--- src/ihds_pkg.sv ---
`timescale 1ns / 1ps
// Shared types, constants and lookup functions for the image header sniffer.
// No dependencies; ihds_ctrl, ihds_out and the top level use this package by scoped names.
package ihds_pkg;

    // Scan window for frame markers, counted in bytes after the start pair
    localparam int SCAN_LIMIT     = 65536;
    // Offset counter stops here; it always covers the PNG header
    localparam int OFFSET_CAP     = (SCAN_LIMIT + 2 > 24) ? SCAN_LIMIT + 2 : 24;
    localparam int OFFSET_W       = $clog2(OFFSET_CAP + 1);
    // Byte cells in the shift chain (old window minus its oldest byte)
    localparam int WINDOW_CELLS   = 8;

    localparam int PNG_SIG_LEN    = 8;
    localparam int JPEG_START_LEN = 3;
    localparam int PNG_REPORT_POS = 23;
    localparam int JPEG_FIRST_POS = 10;
    localparam int JPEG_LAST_POS  = SCAN_LIMIT + 1;

    // JPEG marker bytes
    localparam logic [7:0] MARK_PREFIX = 8'hFF;
    localparam logic [7:0] MARK_SOF0   = 8'hC0;
    localparam logic [7:0] MARK_SOF1   = 8'hC1;
    localparam logic [7:0] MARK_SOF2   = 8'hC2;

    typedef logic [OFFSET_W-1:0] t_offset;
    typedef logic [WINDOW_CELLS-1:0][7:0] t_window;

    typedef enum logic [1:0] {
        KIND_UNKNOWN = 2'd0,
        KIND_PNG     = 2'd1,
        KIND_JPEG    = 2'd2
    } t_kind;

    typedef struct packed {
        t_kind       kind;
        logic [31:0] width;
        logic [31:0] height;
    } t_result;

    typedef struct packed {
        t_offset offset;
        logic    reported;
    } t_status;

    // PNG file signature, byte by byte
    function automatic logic [7:0] png_sig_byte(input logic [2:0] idx);
        logic [7:0] v;
        case (idx)
            3'd0:    v = 8'h89;
            3'd1:    v = 8'h50;
            3'd2:    v = 8'h4E;
            3'd3:    v = 8'h47;
            3'd4:    v = 8'h0D;
            3'd5:    v = 8'h0A;
            3'd6:    v = 8'h1A;
            default: v = 8'h0A;
        endcase
        return v;
    endfunction

    // JPEG start: SOI marker followed by the prefix of the next marker
    function automatic logic [7:0] jpeg_start_byte(input logic [1:0] idx);
        logic [7:0] v;
        case (idx)
            2'd1:    v = 8'hD8;
            default: v = MARK_PREFIX;
        endcase
        return v;
    endfunction

endpackage

--- src/ihds_cell.sv ---
`timescale 1ns / 1ps
// One byte cell of the sliding header window; cells chain toward the oldest byte.
// Depends on nothing but the clock; shift enable comes from the input handshake.
module ihds_cell (
    input  logic       i_clk,
    input  logic       i_shift,
    input  logic [7:0] i_byte,
    output logic [7:0] o_byte
);

    logic [7:0] r_byte;
    logic [7:0] n_byte;

    // Take the neighbor's byte on every accepted request, hold otherwise
    always_comb begin
        n_byte = i_shift ? i_byte : r_byte;
    end

    always_ff @(posedge i_clk) begin
        r_byte <= n_byte;
    end

    assign o_byte = r_byte;

endmodule

--- src/ihds_ctrl.sv ---
`timescale 1ns / 1ps
// Offset counter, signature flags and match logic of the header sniffer.
// Depends on ihds_pkg; reads the window taps of the cell chain.
module ihds_ctrl (
    input  logic             i_clk,
    input  logic             i_rst_n,
    input  logic             i_accept,
    input  logic [7:0]       i_byte,
    input  logic             i_last,
    input  ihds_pkg::t_window i_window,
    output logic             o_push,
    output ihds_pkg::t_result o_result,
    output ihds_pkg::t_status o_status
);

    ihds_pkg::t_offset r_offset, n_offset;
    logic              r_png_ok, n_png_ok;
    logic              r_jpeg_ok, n_jpeg_ok;
    logic              r_reported, n_reported;

    logic png_hit;
    logic jpeg_hit;
    logic report;

    // Drop the signature flags on the first mismatching header byte
    always_comb begin
        n_png_ok  = r_png_ok;
        n_jpeg_ok = r_jpeg_ok;
        if (r_offset < ihds_pkg::t_offset'(ihds_pkg::PNG_SIG_LEN) &&
            i_byte != ihds_pkg::png_sig_byte(r_offset[2:0])) begin
            n_png_ok = 1'b0;
        end
        if (r_offset < ihds_pkg::t_offset'(ihds_pkg::JPEG_START_LEN) &&
            i_byte != ihds_pkg::jpeg_start_byte(r_offset[1:0])) begin
            n_jpeg_ok = 1'b0;
        end
    end

    // Match the PNG header end or a start-of-frame marker eight bytes back
    always_comb begin
        png_hit  = n_png_ok && r_offset == ihds_pkg::t_offset'(ihds_pkg::PNG_REPORT_POS);
        jpeg_hit = n_jpeg_ok
                && r_offset >= ihds_pkg::t_offset'(ihds_pkg::JPEG_FIRST_POS)
                && r_offset <= ihds_pkg::t_offset'(ihds_pkg::JPEG_LAST_POS)
                && i_window[0] == ihds_pkg::MARK_PREFIX
                && (i_window[1] inside {ihds_pkg::MARK_SOF0, ihds_pkg::MARK_SOF1,
                                        ihds_pkg::MARK_SOF2});
        report   = !r_reported && (png_hit || jpeg_hit || i_last);
    end

    // Build the report; unknown kind carries zero sizes
    always_comb begin
        o_result = '0;
        if (png_hit) begin
            o_result.kind   = ihds_pkg::KIND_PNG;
            o_result.width  = {i_window[1], i_window[2], i_window[3], i_window[4]};
            o_result.height = {i_window[5], i_window[6], i_window[7], i_byte};
        end else if (jpeg_hit) begin
            o_result.kind   = ihds_pkg::KIND_JPEG;
            o_result.height = {16'd0, i_window[5], i_window[6]};
            o_result.width  = {16'd0, i_window[7], i_byte};
        end else begin
            o_result.kind   = ihds_pkg::KIND_UNKNOWN;
        end
        o_push = i_accept && report;
    end

    // Advance the offset up to its cap; clear everything after the last byte
    always_comb begin
        n_offset   = r_offset;
        n_reported = r_reported;
        if (i_accept) begin
            if (i_last) begin
                n_offset   = '0;
                n_reported = 1'b0;
            end else begin
                if (r_offset < ihds_pkg::t_offset'(ihds_pkg::OFFSET_CAP)) begin
                    n_offset = r_offset + ihds_pkg::t_offset'(1);
                end
                n_reported = r_reported || report;
            end
        end
    end

    always_ff @(posedge i_clk) begin
        if (!i_rst_n) begin
            r_offset   <= '0;
            r_png_ok   <= 1'b1;
            r_jpeg_ok  <= 1'b1;
            r_reported <= 1'b0;
        end else begin
            r_offset   <= n_offset;
            r_reported <= n_reported;
            if (i_accept) begin
                r_png_ok  <= i_last ? 1'b1 : n_png_ok;
                r_jpeg_ok <= i_last ? 1'b1 : n_jpeg_ok;
            end
        end
    end

    assign o_status.offset   = r_offset;
    assign o_status.reported = r_reported;

endmodule

--- src/ihds_out.sv ---
`timescale 1ns / 1ps
// Output register with a skid stage for the sniffer's reports.
// Depends on ihds_pkg for the report type.
module ihds_out (
    input  logic              i_clk,
    input  logic              i_rst_n,
    input  logic              i_push,
    input  ihds_pkg::t_result i_result,
    input  logic              i_stall,
    output logic              o_valid,
    output ihds_pkg::t_result o_result,
    output logic              o_busy
);

    logic              r_out_valid;
    ihds_pkg::t_result r_out;
    logic              r_skid_valid;
    ihds_pkg::t_result r_skid;
    logic              out_free;

    assign out_free = !r_out_valid || !i_stall;

    // Control: refill the output from the skid first, else park a new report
    always_ff @(posedge i_clk) begin
        if (!i_rst_n) begin
            r_out_valid  <= 1'b0;
            r_skid_valid <= 1'b0;
        end else if (out_free) begin
            r_out_valid  <= r_skid_valid || i_push;
            r_skid_valid <= 1'b0;
        end else if (i_push) begin
            r_skid_valid <= 1'b1;
        end
    end

    // Payload: no reset needed
    always_ff @(posedge i_clk) begin
        if (out_free) begin
            r_out <= r_skid_valid ? r_skid : i_result;
        end
        if (!out_free && i_push) begin
            r_skid <= i_result;
        end
    end

    assign o_valid  = r_out_valid;
    assign o_result = r_out;
    assign o_busy   = r_skid_valid;

endmodule

--- src/image_header_dimension_sniffer.sv ---
`timescale 1ns / 1ps
// Channel  Direction  Handshake            Payload
// -------  ---------  -------------------  -----------------------------------------
// bytes    in         i_valid / o_stall    i_data_byte[8], i_last_byte[1]
// report   out        o_valid / i_stall    o_image_kind[2], o_image_width[32],
//                                          o_image_height[32]
//
// One byte is taken per cycle while o_stall is low. At most one report per file; it is
// registered in the output register, or in the skid stage behind a stalled output.
// Reset (synchronous, i_rst_n low) clears the offset counter, flags and output stage.
// o_stall rises only when a report sits in the skid stage behind a stalled output;
// it depends on registers alone.
// Top level of the sniffer: instantiates the byte cell chain, ihds_ctrl and ihds_out.
module image_header_dimension_sniffer (
    input  logic        i_clk,
    input  logic        i_rst_n,
    input  logic        i_valid,
    output logic        o_stall,
    input  logic [7:0]  i_data_byte,
    input  logic        i_last_byte,
    output logic        o_valid,
    input  logic        i_stall,
    output logic [1:0]  o_image_kind,
    output logic [31:0] o_image_width,
    output logic [31:0] o_image_height
);

    logic              w_accept;
    logic              w_busy;
    logic              w_push;
    ihds_pkg::t_window w_window;
    ihds_pkg::t_result w_result;
    ihds_pkg::t_result w_out;
    ihds_pkg::t_status w_status;

    assign w_accept = i_valid && !w_busy;
    assign o_stall  = w_busy;

    // Shift chain: the newest byte enters the top cell
    for (genvar k = 0; k < ihds_pkg::WINDOW_CELLS; k++) begin : g_cell
        logic [7:0] w_feed;
        if (k == ihds_pkg::WINDOW_CELLS - 1) begin : g_top
            assign w_feed = i_data_byte;
        end else begin : g_mid
            assign w_feed = w_window[k + 1];
        end
        ihds_cell u_cell (
            .i_clk   (i_clk),
            .i_shift (w_accept),
            .i_byte  (w_feed),
            .o_byte  (w_window[k])
        );
    end

    ihds_ctrl u_ctrl (
        .i_clk    (i_clk),
        .i_rst_n  (i_rst_n),
        .i_accept (w_accept),
        .i_byte   (i_data_byte),
        .i_last   (i_last_byte),
        .i_window (w_window),
        .o_push   (w_push),
        .o_result (w_result),
        .o_status (w_status)
    );

    ihds_out u_out (
        .i_clk    (i_clk),
        .i_rst_n  (i_rst_n),
        .i_push   (w_push),
        .i_result (w_result),
        .i_stall  (i_stall),
        .o_valid  (o_valid),
        .o_result (w_out),
        .o_busy   (w_busy)
    );

    assign o_image_kind   = w_out.kind;
    assign o_image_width  = w_out.width;
    assign o_image_height = w_out.height;

    // The offset counter never runs past its cap
    a_offset_cap: assert property (@(posedge i_clk) disable iff (!i_rst_n)
        w_status.offset <= ihds_pkg::t_offset'(ihds_pkg::OFFSET_CAP))
        else $error("offset counter past cap");

    // The last byte of a file leaves the sniffer ready for the next file
    a_file_reset: assert property (@(posedge i_clk) disable iff (!i_rst_n)
        w_accept && i_last_byte |=> w_status.offset == '0 && !w_status.reported)
        else $error("state not cleared after last byte");

    // After a report is pushed into the output stage, o_valid is high on the next cycle
    a_push_shown: assert property (@(posedge i_clk) disable iff (!i_rst_n)
        w_push |=> o_valid)
        else $error("pushed report lost");

    // Upstream is held only while the output register is occupied
    a_stall_full: assert property (@(posedge i_clk) disable iff (!i_rst_n)
        o_stall |-> o_valid)
        else $error("stall with empty output");

endmodule

--- config.mk ---
export PLATFORM = sky130hd
export DESIGN_NAME = image_header_dimension_sniffer
export DESIGN_NICKNAME = d
export VERILOG_FILES = /design/src/ihds_pkg.sv /design/src/ihds_cell.sv /design/src/ihds_ctrl.sv /design/src/ihds_out.sv /design/src/image_header_dimension_sniffer.sv
export SDC_FILE = /design/constraint.sdc
export NUM_CORES = 1
export LEC_CHECK = 0
export BUFFER_PORTS_ARGS = -buffer_cell sky130_fd_sc_hd__buf_2
export CAP_MARGIN = 20
export CORE_UTILIZATION = 40
export CTS_BUF_LIST = sky130_fd_sc_hd__clkbuf_8
export CTS_CLUSTER_SIZE = 16
export DETAILED_ROUTE_END_ITERATION = 12
export MAX_ROUTING_LAYER = met4
export SYNTH_ARGS = -nofsm -noshare
export SYNTH_HDL_FRONTEND = slang
export SYNTH_SLANG_ARGS = --single-unit
export TNS_END_PERCENT = 10
--- constraint.sdc ---
create_clock -name i_clk -period 26.2 [get_ports i_clk]
set_input_delay 5.24 -clock i_clk [delete_from_list [all_inputs] [get_ports i_clk]]
set_output_delay 5.24 -clock i_clk [all_outputs]
set_load 0.02 [all_outputs]
# Word-level counts from Yosys, hierarchy flattened
# Cells that the tools add are included.
# W data, S select, Z words.
# word_totals
reg_bits,218
inputBits,13
output_inout_bits,68
# classes
add_sub_neg,1
n_lt_le_gt_ge,5
n_eq_ne,13
n_mux,13
bitwise,1
n_reduce_logical,26
# ops
operator,n
$mux W66,2
$mux W48,1
$pmux W8 S6,1
$mux W17,2
$eq A8 B8 Y1 const B,4
$add A17 B1 Y17 const B,1
$eq A17 B5 Y1 const B,1
$ge A17 B4 Y1 const B,1
$le A17 B17 Y1 const B,1
$lt A17 B17 Y1 const B,1
$lt A17 B2 Y1 const B,1
$lt A17 B4 Y1 const B,1
$ne A8 B8 Y1,2
$logic_and A1 B1 Y1,11
$eq A3 B2 Y1 const B,2
$eq A3 B3 Y1 const B,2
$mux W6,1
$logic_not A1 Y1,5
$logic_or A1 B1 Y1,5
$mux W1,5
$eq A3 B1 Y1 const B,1
$logic_not A3 Y1,1
$reduce_bool A3 Y1,1
$eq A2 B1 Y1 const B,1
5 further kinds,5

# Logic depth before layout (Yosys ltp)
# depth
word_depth,14
depth_mapped,11
ltp_nobuf,7

# By module
# Synthesis repeated with hierarchy kept, for this count alone.
# hier_totals
cells_unflattened,588
hier_area_um2,8837.2
# by_module_without_submodules
module,instances,cells_per_inst,area_each_um2,seq_area_each_um2
ihds_out,1,212,4837.1,4003.8
ihds_ctrl,1,311,2064.5,400.4
ihds_cell,8,8,240.2,240.2
image_header_dimension_sniffer,1,1,13.8,0.0

# Worst setup path after synthesis
# No wires, ideal clock.
# synth_path
path_kind,input port to flip-flop
from,in i_stall
to,"reg u_out.r_skid[0] (netlist name), enable pin"
arrival_ps,13174
slack_ps,12372
path_stages,2
path_buffers,0
path_cell_list,nand2_1 > nor4_1
# synth_between
elab_chain_cells,4
# synth_lines
element,line,text
"start, declared",image_header_dimension_sniffer.sv:22,"input logic i_stall,"
$logic_not A1 Y1,ihds_out.sv:21,assign out_free = !r_out_valid || !i_stall;
$logic_or A1 B1 Y1,ihds_out.sv:21,
$logic_not A1 Y1,ihds_out.sv:41,if (!out_free && i_push) begin
$logic_and A1 B1 Y1,ihds_out.sv:41,
"end signal, assigned",ihds_out.sv:42,r_skid <= i_result;
"end, declared",ihds_out.sv:18,ihds_pkg::t_result r_skid;
# Every way passes these cells.
# A chain may end at the register's enable or synchronous reset.

# Worst setup path in the final report
# layout_path
from,in i_stall
to,"reg u_out.r_skid[48] (netlist name), enable pin"
# layout_between
elab_chain_cells,4
# layout_lines
element,line,text
$logic_not A1 Y1,ihds_out.sv:21,
$logic_or A1 B1 Y1,ihds_out.sv:21,
named net u_out.out_free,ihds_out.sv:19,logic out_free;
$logic_not A1 Y1,ihds_out.sv:41,
$logic_and A1 B1 Y1,ihds_out.sv:41,
# The timed path passes the listed nets, and every way through them passes these cells.

==> impl_metrics.yaml <==
clocking:
  ctsHoldBuffers: 0
  cts_root_buffer: "clkbuf_8"
  clk_latency_ps: 520
  post_cts_buffers: 0
  cts_tree: "built"
  htreeDepth: 2
  clock_path_buffers: 3
  cts_sinks: 218
  clk_pin_slew_ps: 50
  cts_inserted_buffers: 37
  cts_resized: 0
sta:
  finalClockSkew_ps: 24.68
  slew_violations: 0
  fmax_ghz: 0.1448
  rsz0062_at_grt: "no"
  setup_viol_count_final: 0
  relSlewSlack: 0.3731
  finalCritPeriodShare: 0.2636
  worstMarginPinSlew_ps: 938.9
  hold_viol_final: 0
  min_period_ps: 6907
  fin_setup_tns_ps: 0
floorplan:
  ioPinCount: 81
  core_area_sq_um: 22570
  initial_utilization: 0.4072
  die_x_um: 153.6
  die_area_sq_um: 23590
  rows: 55
  fp.dieH_um: 153.6
critical_path:
  cp_num_buf_inv: 2
  crit_type: "in -> reg"
  crit_path_end_kind: "flip-flop"
  worstPathRequired_ps: 26320
  cp_slowest_cell: "buf_4"
  worstSetupStartpointType: "input port"
  crit_fanout: 67
  crit_arrival_ps: 7030
  cp_cell_sequence: "buf_2, nand2_4, nor4_2, buf_4"
  cp_slowest_stage_delay_ps: 760
  path_delay_family: "buffers and inverters"
synth:
  syn_area_per_cell_sq_um: 14.90
  synth_top_area_frac: 0.6403
  synth_cells: 617
  synth_top_area_cell: "edfxtp_1"
  ys_top_cells_by_area: "edfxtp_1 64%, dfxtp_1 4.8%, mux2_2 3.9%"
  synthArstFlopShare: 0
  synth-main-ff-cell: "edfxtp_1"
  synth.net_count: 635
  synth_area_sq_um: 9191
  ys_seq_elements: 218
  synth-warning-count: 0
  synth-edff-count: 196
  synthDistinctLibCells: 55
  ys_seq_area_frac: 0.6883
grt:
  grt_usage: 0.1708
  grt_pass1_wl_um: 30820
  antenna_found_initial: 0
  grt_pass1_vias: 5580
  overflow: 0
  grt_max_degree: 84
drt:
  dr_total_vias: 5506
  avgViaCountPerCell: 5.457
  dr.first_iter.drc_count: 428
  drtAntennaViolNets: 0
  drt-total-wl_um: 19300
  drc: 0
  drt-pass1-iter-count: 5
  wl_per_cell_um: 19.13
min_path:
  hp-class: "reg -> reg"
pwr:
  internal_power_mw: 0.5337
  p_sw_mw: 0.1543
  p_per_area_nw_per_um2: 66.28
  seq_power_share: 0.577
  leakage_nw: 3.859
  combPwrFrac: 0.039
  peakVddDrop_v: 0.00002895
  switching_share: 0.2243
  p_clk_frac: 0.384
job:
  max-cap-violations: 0
cells_and_area:
  drive_above_1_share: 0.2569
  final_cell_area_sq_um: 10380
  fin_nets: 722
  diodes: 0
  num-fill-cells: 2012
  post_layout_nonfiller_instances: 1009
  area_delta_synth_final_pct: 12.95
place:
  gp_routability_congestion: 0.9001
  placed_area_sq_um: 9763
  dp_hpwl_um: 11470
  dp.cells: 950
  io_buffers: 80
status:
  status: "finished clean"
[per-layer routing]
metal  track usage  wire length (um)  up-vias
met1        0.2354              9378     2726
li1              -                 -     2581
met3       0.03777               967       29
met5             -                 0        -
met2        0.2504              8612      170
met4       0.05619               346        0
[cells by family after synthesis]
group,after synthesis,synth area share
DFF,218,0.6883
AOI/OAI and AO/OA,131,0.1065
buffers and inverters,48,0.03063
adders and majority gates,5,0.006806
and+or+nand+nor,171,0.1169
muxes,34,0.04138
xor gates and xnor gates,10,0.009529
[synthesized netlist by cell type, drive strengths merged (16+ instances only)]
cell type and instances:
edfxtp 196, and2 36, mux2 32, a22o 31
o21ai 29, dfxtp 22, nand2b 21, clkbuf 20
nand2 18, buf 17, nor2b 17, a221o 16
a22oi 16, nor3b 16
[sequential cells by signal (all words and copies together) (netlist names)]
name                  flops
u_out.o_result           66
u_out.r_skid             66
g_cell.u_cell.o_byte     64
u_ctrl.r_offset          17
u_ctrl.r_jpeg_ok          1
u_ctrl.r_png_ok           1
u_ctrl.r_reported         1
u_out.o_busy              1
u_out.o_valid             1
[metrics by stage]
step | utilization | hold slack, ps | setup slack, ps | power (mW)
final | 0.4599 | 443.3 | 19290 | 0.6880
after CTS | 0.4599 | 445.3 | 19280 | 0.6971
after global routing | 0.4599 | 454.8 | 19100 | 0.7153
after floorplan | - | 417.4 | 12370 | 0.4188
after detailed placement | 0.4325 | 433.3 | 18740 | 0.4311
after global placement | 0.4325 | 436.1 | 18830 | 0.4302
[cells in the final DEF (no fill, tap or decap), types with 18 or more instances in the layout]
cell / synthesis / routed
clkbuf_8: 0 / 39
a22o_1: 31 / 31
o21ai_0: 27 / 27
nand2b_1: 21 / 21
buf_2: 5 / 80
inv_1: 9 / 18
and2_1: 21 / 21
mux2_2: 32 / 32
dfxtp_1: 22 / 21
edfxtp_1: 196 / 196
[power groups by stage]
| stage | clock network, mW | registers, mW | logic (mW) |
|---|---|---|---|
| after floorplan | 0 | 0.408 | 0.0110 |
| after global placement | 0 | 0.404 | 0.0266 |
| after detailed placement | 0 | 0.404 | 0.0271 |
| after CTS | 0.273 | 0.397 | 0.0273 |
| after global routing | 0.288 | 0.398 | 0.0292 |
| final | 0.264 | 0.397 | 0.0270 |
[layout make-up]
cell class              count  area [sq um]  share of cell area
clock buffers              39         536.8             0.05171
inverters                  11         41.29            0.003977
flip-flops and latches    218          6330              0.6097
well taps                 285         356.6             0.03435
repair buffers             85         437.9             0.04218
multi-input cells         351          2597              0.2502
clock inverters            20         81.33            0.007834
[worst paths after layout]
check | start | slack, ps | cells after the start | endpoint
max reg2reg | u_ctrl.r_offset[1]$_SDFFE_PN0P_ | 22320 | 8 | u_out.r_skid[48]$_DFFE_PP_
min reg2reg | g_cell[2].u_cell.o_byte[0]$_DFFE_PP_ | 440 | 0 | g_cell[1].u_cell.o_byte[0]$_DFFE_PP_
min | g_cell[2].u_cell.o_byte[0]$_DFFE_PP_ | 440 | 0 | g_cell[1].u_cell.o_byte[0]$_DFFE_PP_
max | i_stall | 19290 | 4 | u_out.r_skid[48]$_DFFE_PP_
Power figures use the tool's default switching activity.
